<file path="src/design/base64url_decoder_macros.svh">
// Assertion macros for the base64url decoder.
`ifndef BASE64URL_DECODER_MACROS_SVH
`define BASE64URL_DECODER_MACROS_SVH

`ifndef SYNTHESIS

// Check a condition on every clock edge outside reset.
`define B64D_ASSERT(label, clk, rst_n, cond) \
	label: assert property (@(posedge clk) disable iff (!rst_n) (cond)) \
		else $error("base64url_decoder: assertion failed");

// Check that an antecedent implies a consequent in the same cycle.
`define B64D_ASSERT_IMPL(label, clk, rst_n, ante, cons) \
	label: assert property (@(posedge clk) disable iff (!rst_n) (ante) |-> (cons)) \
		else $error("base64url_decoder: implication failed");

`else

`define B64D_ASSERT(label, clk, rst_n, cond)
`define B64D_ASSERT_IMPL(label, clk, rst_n, ante, cons)

`endif

`endif

</file>
<file path="src/design/b64d_pkg.sv">
// Types and constants shared by the base64url decoder modules, and the symbol decoder.
package b64d_pkg;

	// Input transaction: one raw character and its end-of-string flag
	typedef struct packed {
		logic [7:0] char_code;
		logic       string_end;
	} char_item_t;

	// Output transaction: one decoded result
	typedef struct packed {
		logic [7:0] data_byte;
		logic       byte_valid;
		logic       run_last;
		logic       string_done;
		logic       malformed;
	} res_item_t;

	// Character classes
	typedef enum logic [1:0] {
		SYM_DATA = 2'd0,
		SYM_PAD  = 2'd1,
		SYM_SKIP = 2'd2
	} sym_kind_t;

	typedef struct packed {
		sym_kind_t  kind;
		logic [5:0] value;
	} sym_t;

	// Work item handed from the front end to the output sequencer
	typedef struct packed {
		logic [2:0][7:0] bytes;
		logic [1:0]      last_idx;
		logic            byte_valid;
		logic            malformed;
		logic            done;
	} job_t;

	// Alphabet bounds
	localparam logic [7:0] CHAR_UPPER_A = 8'h41;
	localparam logic [7:0] CHAR_UPPER_Z = 8'h5A;
	localparam logic [7:0] CHAR_LOWER_A = 8'h61;
	localparam logic [7:0] CHAR_LOWER_Z = 8'h7A;
	localparam logic [7:0] CHAR_DIGIT_0 = 8'h30;
	localparam logic [7:0] CHAR_DIGIT_9 = 8'h39;
	localparam logic [7:0] CHAR_DASH    = 8'h2D;
	localparam logic [7:0] CHAR_USCORE  = 8'h5F;
	localparam logic [7:0] CHAR_PAD     = 8'h3D;

	localparam logic [5:0] SYM_BASE_LOWER = 6'd26;
	localparam logic [5:0] SYM_BASE_DIGIT = 6'd52;
	localparam logic [5:0] SYM_VAL_DASH   = 6'd62;
	localparam logic [5:0] SYM_VAL_USCORE = 6'd63;

	// Byte slots of a job
	localparam logic [1:0] IDX_FIRST  = 2'd0;
	localparam logic [1:0] IDX_SECOND = 2'd1;
	localparam logic [1:0] IDX_THIRD  = 2'd2;

	// Map a raw character to its six-bit value or class
	function automatic sym_t sym_decode(input logic [7:0] c);
		sym_t s;
		logic [7:0] off_upper;
		logic [7:0] off_lower;
		logic [7:0] off_digit;
		off_upper = c - CHAR_UPPER_A;
		off_lower = c - CHAR_LOWER_A;
		off_digit = c - CHAR_DIGIT_0;
		s.kind  = SYM_DATA;
		s.value = '0;
		if (c >= CHAR_UPPER_A && c <= CHAR_UPPER_Z) begin
			s.value = off_upper[5:0];
		end else if (c >= CHAR_LOWER_A && c <= CHAR_LOWER_Z) begin
			s.value = off_lower[5:0] + SYM_BASE_LOWER;
		end else if (c >= CHAR_DIGIT_0 && c <= CHAR_DIGIT_9) begin
			s.value = off_digit[5:0] + SYM_BASE_DIGIT;
		end else if (c == CHAR_DASH) begin
			s.value = SYM_VAL_DASH;
		end else if (c == CHAR_USCORE) begin
			s.value = SYM_VAL_USCORE;
		end else if (c == CHAR_PAD) begin
			s.kind = SYM_PAD;
		end else begin
			s.kind = SYM_SKIP;
		end
		return s;
	endfunction

endpackage

</file>
<file path="src/design/b64d_front.sv">
// Front end: accepts characters, updates the group state and issues jobs.
module b64d_front (
	input  logic                  clk,
	input  logic                  arst_n,
	input  logic                  char_valid,
	output logic                  char_ready,
	input  b64d_pkg::char_item_t  char_item,
	input  logic                  job_ready,
	output logic                  job_push,
	output b64d_pkg::job_t        job
);

	logic [23:0]     acc_q;
	logic [1:0]      cnt_q;
	logic            pad_q;
	logic [23:0]     acc_n;
	logic [1:0]      cnt_n;
	logic            pad_n;
	logic            accept;
	logic            take_sym;
	logic            group_full;
	b64d_pkg::sym_t  sym;

	assign char_ready = job_ready;
	assign accept     = char_valid && job_ready;

	// Classify the character and shift data symbols into the accumulator
	always_comb begin
		sym      = b64d_pkg::sym_decode(char_item.char_code);
		take_sym = !pad_q && (sym.kind == b64d_pkg::SYM_DATA);
		acc_n    = take_sym ? {acc_q[17:0], sym.value} : acc_q;
		cnt_n    = take_sym ? cnt_q + 2'd1 : cnt_q;
		pad_n    = pad_q || (sym.kind == b64d_pkg::SYM_PAD);
		group_full = take_sym && (cnt_n == 2'd0);
	end

	// Build the job for this character
	always_comb begin
		job            = '0;
		job.byte_valid = 1'b1;
		job.done       = char_item.string_end;
		job_push       = accept && (char_item.string_end || group_full);
		if (group_full) begin
			job.bytes[b64d_pkg::IDX_FIRST]  = acc_n[23:16];
			job.bytes[b64d_pkg::IDX_SECOND] = acc_n[15:8];
			job.bytes[b64d_pkg::IDX_THIRD]  = acc_n[7:0];
			job.last_idx = b64d_pkg::IDX_THIRD;
		end else begin
			case (cnt_n)
				2'd2: begin
					job.bytes[b64d_pkg::IDX_FIRST] = acc_n[11:4];
					job.last_idx = b64d_pkg::IDX_FIRST;
				end
				2'd3: begin
					job.bytes[b64d_pkg::IDX_FIRST]  = acc_n[17:10];
					job.bytes[b64d_pkg::IDX_SECOND] = acc_n[9:2];
					job.last_idx = b64d_pkg::IDX_SECOND;
				end
				2'd1: begin
					job.byte_valid = 1'b0;
					job.malformed  = 1'b1;
					job.last_idx   = b64d_pkg::IDX_FIRST;
				end
				default: begin
					job.byte_valid = 1'b0;
					job.last_idx   = b64d_pkg::IDX_FIRST;
				end
			endcase
		end
	end

	// Advance the group state, clear it at the end of a string
	always_ff @(posedge clk or negedge arst_n) begin
		if (!arst_n) begin
			acc_q <= '0;
			cnt_q <= '0;
			pad_q <= 1'b0;
		end else if (accept) begin
			if (char_item.string_end) begin
				acc_q <= '0;
				cnt_q <= '0;
				pad_q <= 1'b0;
			end else begin
				acc_q <= acc_n;
				cnt_q <= cnt_n;
				pad_q <= pad_n;
			end
		end
	end

endmodule

</file>
<file path="src/design/b64d_fifo.sv">
// Job queue between the front end and the output sequencer.
module b64d_fifo #(
	parameter int unsigned DEPTH = 4
) (
	input  logic            clk,
	input  logic            arst_n,
	input  logic            push,
	input  b64d_pkg::job_t  push_data,
	output logic            push_ready,
	input  logic            pop,
	output logic            pop_valid,
	output b64d_pkg::job_t  pop_data
);

	localparam int unsigned PTR_W = (DEPTH > 1) ? $clog2(DEPTH) : 1;
	localparam int unsigned CNT_W = $clog2(DEPTH + 1);

	b64d_pkg::job_t    mem [DEPTH];
	logic [PTR_W-1:0]  wr_ptr_q;
	logic [PTR_W-1:0]  rd_ptr_q;
	logic [CNT_W-1:0]  fill_q;
	logic              do_push;
	logic              do_pop;

	assign push_ready = (fill_q != CNT_W'(DEPTH));
	assign pop_valid  = (fill_q != '0);
	assign do_push    = push && push_ready;
	assign do_pop     = pop && pop_valid;
	assign pop_data   = mem[rd_ptr_q];

	// Store the incoming job
	always_ff @(posedge clk) begin
		if (do_push) begin
			mem[wr_ptr_q] <= push_data;
		end
	end

	// Advance pointers and fill level
	always_ff @(posedge clk or negedge arst_n) begin
		if (!arst_n) begin
			wr_ptr_q <= '0;
			rd_ptr_q <= '0;
			fill_q   <= '0;
		end else begin
			if (do_push) begin
				wr_ptr_q <= (wr_ptr_q == PTR_W'(DEPTH - 1)) ? '0 : wr_ptr_q + 1'b1;
			end
			if (do_pop) begin
				rd_ptr_q <= (rd_ptr_q == PTR_W'(DEPTH - 1)) ? '0 : rd_ptr_q + 1'b1;
			end
			case ({do_push, do_pop})
				2'b10:   fill_q <= fill_q + 1'b1;
				2'b01:   fill_q <= fill_q - 1'b1;
				default: fill_q <= fill_q;
			endcase
		end
	end

endmodule

</file>
<file path="src/design/b64d_back.sv">
// Output sequencer: walks each job's bytes into the result register.
module b64d_back (
	input  logic                 clk,
	input  logic                 arst_n,
	input  logic                 job_valid,
	input  b64d_pkg::job_t       job,
	output logic                 job_pop,
	output logic                 res_valid,
	input  logic                 res_ready,
	output b64d_pkg::res_item_t  res_item
);

	logic                 res_valid_q;
	b64d_pkg::res_item_t  res_q;
	logic [1:0]           idx_q;
	logic                 load;
	logic                 take;
	logic                 at_last;

	assign load      = !res_valid_q || res_ready;
	assign take      = load && job_valid;
	assign at_last   = (idx_q == job.last_idx);
	assign job_pop   = take && at_last;
	assign res_valid = res_valid_q;
	assign res_item  = res_q;

	// Advance the byte index and the output valid flag
	always_ff @(posedge clk or negedge arst_n) begin
		if (!arst_n) begin
			res_valid_q <= 1'b0;
			idx_q       <= '0;
		end else if (load) begin
			res_valid_q <= job_valid;
			if (take) begin
				idx_q <= at_last ? '0 : idx_q + 2'd1;
			end
		end
	end

	// Load the next result
	always_ff @(posedge clk) begin
		if (take) begin
			res_q.data_byte   <= job.bytes[idx_q];
			res_q.byte_valid  <= job.byte_valid;
			res_q.run_last    <= at_last;
			res_q.string_done <= at_last && job.done;
			res_q.malformed   <= job.malformed;
		end
	end

endmodule

</file>
<file path="src/design/base64url_decoder.sv">
// Top level of the streaming base64url decoder.
//
//   channel  direction  handshake               payload
//   char     in         char_valid/char_ready   char_item (char_code, string_end)
//   res      out        res_valid/res_ready     res_item (data_byte ... malformed)
//
// One character is taken per cycle while the job queue has room.
// Each result occupies the output register until taken: a full group gives three,
// an end of string one or two, and each passes the job queue, then the output register.
// Sustained rate is one character per cycle while res_ready is high: no stream
// averages more than one result per character; the output port moves one per cycle.
// A stalled output fills the queue of QUEUE_DEPTH jobs, then char_ready drops.
// Reset clears the group state, the queue and the output valid flag.
`include "base64url_decoder_macros.svh"

module base64url_decoder #(
	parameter int unsigned QUEUE_DEPTH = 4
) (
	input  logic                  clk,
	input  logic                  arst_n,
	input  logic                  char_valid,
	output logic                  char_ready,
	input  b64d_pkg::char_item_t  char_item,
	output logic                  res_valid,
	input  logic                  res_ready,
	output b64d_pkg::res_item_t   res_item
);

	logic            job_push;
	logic            job_ready;
	b64d_pkg::job_t  job_in;
	logic            job_pop;
	logic            job_valid;
	b64d_pkg::job_t  job_out;

	// Classify characters and issue jobs
	b64d_front u_front (
		.clk        (clk),
		.arst_n     (arst_n),
		.char_valid (char_valid),
		.char_ready (char_ready),
		.char_item  (char_item),
		.job_ready  (job_ready),
		.job_push   (job_push),
		.job        (job_in)
	);

	// Hold pending jobs
	b64d_fifo #(
		.DEPTH (QUEUE_DEPTH)
	) u_fifo (
		.clk        (clk),
		.arst_n     (arst_n),
		.push       (job_push),
		.push_data  (job_in),
		.push_ready (job_ready),
		.pop        (job_pop),
		.pop_valid  (job_valid),
		.pop_data   (job_out)
	);

	// Emit results
	b64d_back u_back (
		.clk       (clk),
		.arst_n    (arst_n),
		.job_valid (job_valid),
		.job       (job_out),
		.job_pop   (job_pop),
		.res_valid (res_valid),
		.res_ready (res_ready),
		.res_item  (res_item)
	);

	// A string's final result is always the last of its transaction
	`B64D_ASSERT_IMPL(a_done_is_last, clk, arst_n, res_valid && res_item.string_done, res_item.run_last)

	// A malformed end carries no byte and closes the string
	`B64D_ASSERT_IMPL(a_malformed_closes, clk, arst_n, res_valid && res_item.malformed, !res_item.byte_valid && res_item.string_done)

	// Results that do not close a string carry bytes
	`B64D_ASSERT_IMPL(a_group_has_bytes, clk, arst_n, res_valid && !res_item.string_done, res_item.byte_valid)

endmodule
</file>
<file path="config.mk">
export PLATFORM = sky130hd
export DESIGN_NAME = base64url_decoder
export DESIGN_NICKNAME = d
export VERILOG_FILES = /design/src/design/b64d_pkg.sv /design/src/design/b64d_front.sv /design/src/design/b64d_fifo.sv /design/src/design/b64d_back.sv /design/src/design/base64url_decoder.sv
export VERILOG_INCLUDE_DIRS = /design/src /design/src/design
export SDC_FILE = /design/constraint.sdc
export NUM_CORES = 1
export LEC_CHECK = 0
export BUFFER_PORTS_ARGS = -buffer_cell sky130_fd_sc_hd__clkbuf_2
export CAP_MARGIN = 20
export CORE_ASPECT_RATIO = 1.75
export CORE_UTILIZATION = 46
export CTS_CLUSTER_SIZE = 8
export DETAILED_ROUTE_END_ITERATION = 16
export GPL_ROUTABILITY_DRIVEN = 0
export PLACE_DENSITY = 0.64
export SETUP_SLACK_MARGIN = 0.05
export SLEW_MARGIN = 20
export SYNTH_ARGS = -nofsm -noshare
export SYNTH_HDL_FRONTEND = slang
export SYNTH_SLANG_ARGS = --single-unit
</file>
<file path="constraint.sdc">
create_clock -name clk -period 2.7 [get_ports clk]
set_clock_uncertainty 0.15 [all_clocks]
set_input_delay 0.135 -clock clk [delete_from_list [all_inputs] [get_ports clk]]
set_output_delay 0.135 -clock clk [all_outputs]
set_load 0.02 [all_outputs]
</file>
# Yosys cells after proc, flatten, opt, wreduce, memory -nomap -nowiden
# Memories as Yosys holds them, arrays and structs flattened.
# Index checks and enable logic that the tools add are counted.
word_totals:
  elab_cells: 100
  input_bits: 13
  regBits: 49
  mem_bits_rw: 116
  mem_count: 1
  out_inout_bits: 14
memory_table:
  columns: ["name", "depth", "word_bits", "rd", "rd_clocked_by_memory_dff", "write_ports", "line", "rtl"]
  rows:
  - ["u_fifo.mem", 4, 29, 1, 0, 1, "b64d_fifo.sv:18", "b64d_pkg::job_t mem [DEPTH];"]
op_classes:
  addsub: 11
  mux: 32
  reduce_logical: 23
  eq_ne: 13
  order_cmp: 7
op_table:
  columns: ["operator", "count"]
  rows:
  - ["24-bit two-way mux", 2]
  - ["6-bit two-way mux", 5]
  - ["2-bit two-way mux", 12]
  - ["8-bit two-way mux", 3]
  - ["18-bit two-way mux", 1]
  - ["8-bit binary-select mux with 2-bit select", 1]
  - ["8-bit by 6-bit equality test with 1-bit output (second input constant)", 2]
  - ["8-bit by 7-bit greater-or-equal comparator with 1-bit output (second input constant)", 2]
  - ["8-bit by 7-bit less-or-equal comparator with 1-bit output (second input constant)", 2]
  - ["8-bit case mux with 2 select lines", 1]
  - ["1-bit logical AND", 12]
  - ["6-bit subtractor (second input constant)", 2]
  - ["2-bit equality test (second input constant)", 5]
  - ["2-bit by 1-bit adder with 2-bit output (second input constant)", 4]
  - ["8-bit by 7-bit equality test with 1-bit output (second input constant)", 1]
  - ["8-bit by 6-bit greater-or-equal comparator with 1-bit output (second input constant)", 1]
  - ["8-bit by 6-bit less-or-equal comparator with 1-bit output (second input constant)", 1]
  - ["6-bit by 5-bit adder with 6-bit output (second input constant)", 1]
  - ["6-bit adder (second input constant)", 1]
  - ["2-bit by 1-bit equality test with 1-bit output (second input constant)", 3]
  - ["1-bit two-way mux", 6]
  - ["3-bit case mux with 2 select lines", 1]
  - ["6-bit by 1-bit subtractor with 6-bit output (second input constant)", 1]
  - ["2-bit zero test", 2]
  - ["11 further kinds", 14]

# Logic depth before layout (Yosys ltp)
depth:
  ltp_word: 17
  mapped_depth: 15
  depth_no_buf: 14

# By module
# A second synthesis with hierarchy kept.
hier_totals:
  cells_unflattened: 470
  area_unflattened_um2: 7325.8
by_module_without_submodules:
  columns: ["mod", "area_each_um2", "seq_area_each_um2", "cells_per_inst", "instances"]
  rows:
  - ["b64d_fifo", 4625.7, 3658.5, 191, 1]
  - ["b64d_front", 1974.4, 525.5, 220, 1]
  - ["b64d_back", 725.7, 435.4, 59, 1]

# Worst setup path after synthesis
# No wires, ideal clock.
synth_timing:
  path_type: "input -> register"
  startpoint: "input port char_item[3] (netlist name)"
  endpoint: "memory u_fifo.mem[3][0] (netlist name), enable pin"
  path_slack_ns: -0.195
  t_arrival_ns: 2.356
  required_ns: 2.161
  stages: 9
  path_cell_list: "buf_6 > inv_1 > ha_1 > a21oi_1 > a311oi_1 > a311oi_2 > o21ai_2 > a21oi_2 > and2_1"
synth_between:
  elab_chain_len: 17
synth_lines:
  columns: ["element", "line", "rtl"]
  rows:
  - ["start, declared", "base64url_decoder.sv:23", "input b64d_pkg::char_item_t char_item,"]
  - ["8-bit by 6-bit equality test with 1-bit output", "b64d_pkg.sv:82", "end else if (c == CHAR_PAD) begin"]
  - ["2-bit two-way mux", "b64d_pkg.sv:82", null]
  - ["2-bit two-way mux", "b64d_pkg.sv:80", "end else if (c == CHAR_USCORE) begin"]
  - ["2-bit two-way mux", "b64d_pkg.sv:78", "end else if (c == CHAR_DASH) begin"]
  - ["2-bit two-way mux", "b64d_pkg.sv:76", "end else if (c >= CHAR_DIGIT_0 && c <= CHAR_DIGIT_9) begin"]
  - ["2-bit two-way mux", "b64d_pkg.sv:74", "end else if (c >= CHAR_LOWER_A && c <= CHAR_LOWER_Z) begin"]
  - ["2-bit two-way mux (*)", "b64d_pkg.sv:72", "if (c >= CHAR_UPPER_A && c <= CHAR_UPPER_Z) begin"]
  - ["2-bit zero test (*)", "b64d_front.sv:30", "take_sym = !pad_q && (sym.kind == b64d_pkg::SYM_DATA);"]
  - ["1-bit logical AND (*)", "b64d_front.sv:30", null]
  - ["2-bit two-way mux", "b64d_front.sv:32", "cnt_n = take_sym ? cnt_q + 2'd1 : cnt_q;"]
  - ["2-bit zero test", "b64d_front.sv:34", "group_full = take_sym && (cnt_n == 2'd0);"]
  - ["1-bit logical AND (*)", "b64d_front.sv:34", null]
  - ["1-bit logical OR (*)", "b64d_front.sv:42", "job_push = accept && (char_item.string_end || group_full);"]
  - ["1-bit logical AND (*)", "b64d_front.sv:42", null]
  - ["1-bit logical AND (*)", "b64d_fifo.sv:27", "assign do_push = push && push_ready;"]
  - ["1-bit two-way mux (*)", "b64d_fifo.sv:33", "if (do_push) begin"]
  - ["1-bit two-way mux (not written as such) (*)", "b64d_fifo.sv:34", "mem[wr_ptr_q] <= push_data;"]
  - ["end, declared", "b64d_fifo.sv:18", null]
# Mark *: on every way between the ends. The rest lies on a longest branch, timed or not.

# Worst setup path in the final report
layout_timing:
  startpoint: "register u_fifo.rd_ptr_q[0]"
  endpoint: "register u_fifo.fill_q[2]"
layout_between:
  elab_chain_len: 6
layout_lines:
  columns: ["element", "line", "rtl"]
  rows:
  - ["start, declared", "b64d_fifo.sv:20", "logic [PTR_W-1:0] rd_ptr_q;"]
  - ["start signal, assigned", "b64d_fifo.sv:49", "rd_ptr_q <= (rd_ptr_q == PTR_W'(DEPTH - 1)) ? '0 : rd_ptr_q + 1'b1;"]
  - ["memory 4 x 29 bit (*)", null, null]
  - ["2-bit equality test (*)", "b64d_back.sv:22", "assign at_last = (idx_q == job.last_idx);"]
  - ["via u_back.at_last", "b64d_back.sv:18", "logic at_last;"]
  - ["1-bit logical AND (*)", "b64d_back.sv:23", "assign job_pop = take && at_last;"]
  - ["1-bit logical AND (*)", "b64d_fifo.sv:28", "assign do_pop = pop && pop_valid;"]
  - ["via u_fifo.do_pop", "b64d_fifo.sv:23", "logic do_pop;"]
  - ["2-bit by 1-bit equality test with 1-bit output / 2-bit equality test (equally long branches)", "b64d_fifo.sv:51", "case ({do_push, do_pop})"]
  - ["3-bit case mux with 2 select lines / 2-bit nonzero test (equally long branches)", null, null]
  - ["end signal, assigned", "b64d_fifo.sv:52", "2'b10: fill_q <= fill_q + 1'b1;"]
  - ["end signal, assigned", "b64d_fifo.sv:53", "2'b01: fill_q <= fill_q - 1'b1;"]
  - ["end signal, assigned", "b64d_fifo.sv:54", "default: fill_q <= fill_q;"]
  - ["end, declared", "b64d_fifo.sv:21", "logic [CNT_W-1:0] fill_q;"]
# The timed path passes the listed nets; every way through them passes the cells marked *.
# A chain may end at the register's enable or synchronous reset.

==> results.ini <==
[outcome]
status=completed

[layout]
fin_nets=587
synthToLayoutAreaGrowth_pct=17.1
diodes=0
ff_latch_area_mm2=0.00462
layout_common_cells=128 x edfxtp_1, 35 x nand2_1, 34 x buf_4, 30 x dfrtp_1, 29 x mux4_2
instances_no_fill=757
layout_commonest_cell=edfxtp_1
drive_gt1_share_pct=25.7
final.fill_count=1272
multiInputGateArea_mm2=0.00240
final_cell_area_mm2=0.00845

[cts]
path_clk_slew_ps=60
numCtsBuffers=17
clockBufferDepth=2
ctsHtreeMaxLevel=4
cts-root-buf=clkbuf_16
cts.sinks=159
clk_latency_ps=420
cts_tree=built

[pwr]
total_power_mw=8.61
cellPowerDensity_mw_per_mm2=1020
ir_worst_vdd_uv=535
seq_power_share_pct=41.4
p_comb_share_pct=31.1
switching_power_mw=2.77
power_leakage_nw=3.07
clockPowerShare_pct=27.5
switching_share_pct=32.2
intPower_mw=5.84

[yosys]
post-synth-top-area-cell=edfxtp_1
synth_top_area_share_pct=53.3
syn_area_per_cell_um2=14.5
synth_seq_cells=159
yosysWarningCount=0
synthCells=499
synth_cell_types=57
yosysSeqAreaShare_pct=64.0
yosys_most_used_dff=edfxtp_1
yosys-top-cells-area=edfxtp_1 53%, dfrtp_1 11%, mux4_2 9.1%
async_flop_share_pct=19.5
syn_area_mm2=0.00721
syn_nets=528
synth-edff-count=128

[sta]
period_needed_ps=2550
period_share_pct=94.3
holdWs_ps=39.2
fin_setup_tns_ps=0
setup_viol=0
rsz0062_at_grt=yes
tightest_slew_ps=848
max_freq_ghz=0.393
slew-limit-headroom_pct=43.5
slew_violations=0
finalHoldViolations=0

[floorplanning]
core-area_mm2=0.0153
die_y_um=168
die_w_um=96.7
ios=27
row_count=60
die_area_mm2=0.0162
start_util_pct=47.1

[worst_setup_path]
startpoint_type=flip-flop
crit_arrival_ps=2740
slowest_delay_ps=540
path_buf_inv=2
crit_top_cell=xor2_1
worst-path-max-fanout=3
r2r_cells=11
crit_cells=11
r2r_start=u_fifo.rd_ptr_q[0]
r2r_slack_ps=150
critPathCaptureType=flip-flop
cp_top_family=multiplexers
cp-endpoint=u_fifo.fill_q[2]
cp.required_ps=2890
path_cells=mux4_2 > xnor2_2 > and2_4 > nand2_2 > inv_2 > ha_4 > inv_1 > fa_2 > xor2_1 > nor2_1 > xor2_1
slowest_stage=mux4_2
r2r_end=u_fifo.fill_q[2]
criticalPathCategory=flip-flop to flip-flop
startpoint=u_fifo.rd_ptr_q[0]

[flow_run]
drv_cap=0

[grt]
grt_pass1_wl_um=24600
overflow=0
grt_max_degree=33
grt_use_total_pct=20.5
grt_pass1_vias=4676
antenna_found_initial=0

[routing]
routed_wl_um=15500
drc=0
wire_per_inst_um=20.5
ant_nets=0
dr.pass1.iters=5
viasPerCell=5.90
vias=4463
drtIter0Drc=193

[place]
io_buffers=26
place_hpwl_um=10700
dp_cells=721
dpl_cell_area_mm2=0.00780

[worst_hold_path]
worstHoldPathType=input port to flip-flop

==> worst min path at each step <==
stage / startpoint / to / slack (ps) / cells past startpoint
after floorplan: arst_n / u_back.idx_q[0] / -310 / 0
after global placement: arst_n / u_front.acc_q[9] / 120 / 1
after detailed placement: arst_n / u_front.acc_q[7] / 120 / 1
after CTS: char_item[0] / u_front.acc_q[12] / 30 / 3
after global routing: char_item[0] / u_front.acc_q[8] / 60 / 3
final: char_item[0] / u_front.acc_q[12] / 40 / 3
==> synth_stat cells (2+ instances only) <==
master    instances
a21boi_1          5
a21o_1            3
a21oi_1          16
a22o_1            5
a22oi_1          12
a31oi_1           9
and2_1           12
and3_1            2
buf_1             3
buf_2             7
buf_6             2
clkbuf_1         15
dfrtp_1          31
edfxtp_1        128
ha_1             15
inv_1            27
mux2_1            3
mux2i_1          10
mux4_2           29
nand2_1          36
nand2b_1          6
nand3_1          12
nand3b_1          9
nand4_1           2
nor2_1           14
nor2b_1           2
nor3_1            3
nor3b_1           3
o21a_1            3
o21ai_0           7
o21ai_1          21
o22ai_1          10
o311a_1           2
o31ai_1           2
xnor2_1          10
xor2_1            2
==> power groups by stage <==
stage / registers (mW) / logic (mW) / clock network [mW]
floorplan: 3.66 / 1.70 / 0
global placement: 3.58 / 2.59 / 0
detailed placement: 3.61 / 2.64 / 0
CTS: 3.56 / 2.72 / 2.41
global route: 3.61 / 2.93 / 2.49
finish: 3.56 / 2.68 / 2.37
==> metrics by stage <==
stage	setup WS, ps	util, %
6_report	153	55.2
5_1_grt	13.8	55.2
4_1_cts	51.6	55.1
3_5_place_dp	-7.70	50.9
3_3_place_gp	38.3	50.9
2_1_floorplan	64.9	-
==> layout make-up <==
type,instances,area share (%)
multi-input combinational,284,28.5
tap,186,2.75
clock inverter,14,1.85
timing repair buffer,67,5.86
sequential,159,54.7
inverter,29,1.29
clock buffer,18,5.08
==> logic make-up after synthesis <==
family	Yosys count	share of synthesized area, %
DFF	159	64.0
AOI/OAI and AO/OA	109	10.1
and+or+nand+nor	105	7.32
buffers and inverters	56	3.24
muxes	42	10.9
adders and majority gates	16	2.88
xor gates and xnor gates	12	1.46
==> registers in the layout (all words and copies together), names as in the netlist <==
| name | count |
|---|---|
| u_front.cnt_q | 2 |
| u_fifo.fill_q | 3 |
| u_front.acc_q | 18 |
| u_front.pad_q | 1 |
| u_back.idx_q | 2 |
| u_fifo.wr_ptr_q | 2 |
| u_back.res_valid | 1 |
| u_fifo.rd_ptr_q | 2 |
| u_fifo.mem | 116 |
| u_back.res_item | 12 |
==> worst min-delay path: stages <==
cell      delay (ps)
clkbuf_2          90
buf_4            240
o21ai_1          100
==> metal layers <==
layer / vias to the layer above / part of all wire (%) / GRT usage, %
met4: 0 / 3.0 / 9.73
met2: 110 / 59 / 39.7
met5: - / 0 / 0
met1: 2301 / 35 / 20.4
li1: 2025 / - / -
met3: 27 / 3.1 / 3.92
==> what timing repair did <==
| item | 4_1_cts | 5_1_grt |
|---|---|---|
| hold endpoints to repair | 33 | 0 |
| setup buffers | 1 | 0 |
| resized for setup | 6 | 1 |
| endpoints found under the setup margin | 1 | 1 |
| pin swaps | 4 | 3 |
| hold buffers | 3 | 0 |
No activity file was read; power rests on OpenSTA's default activity.
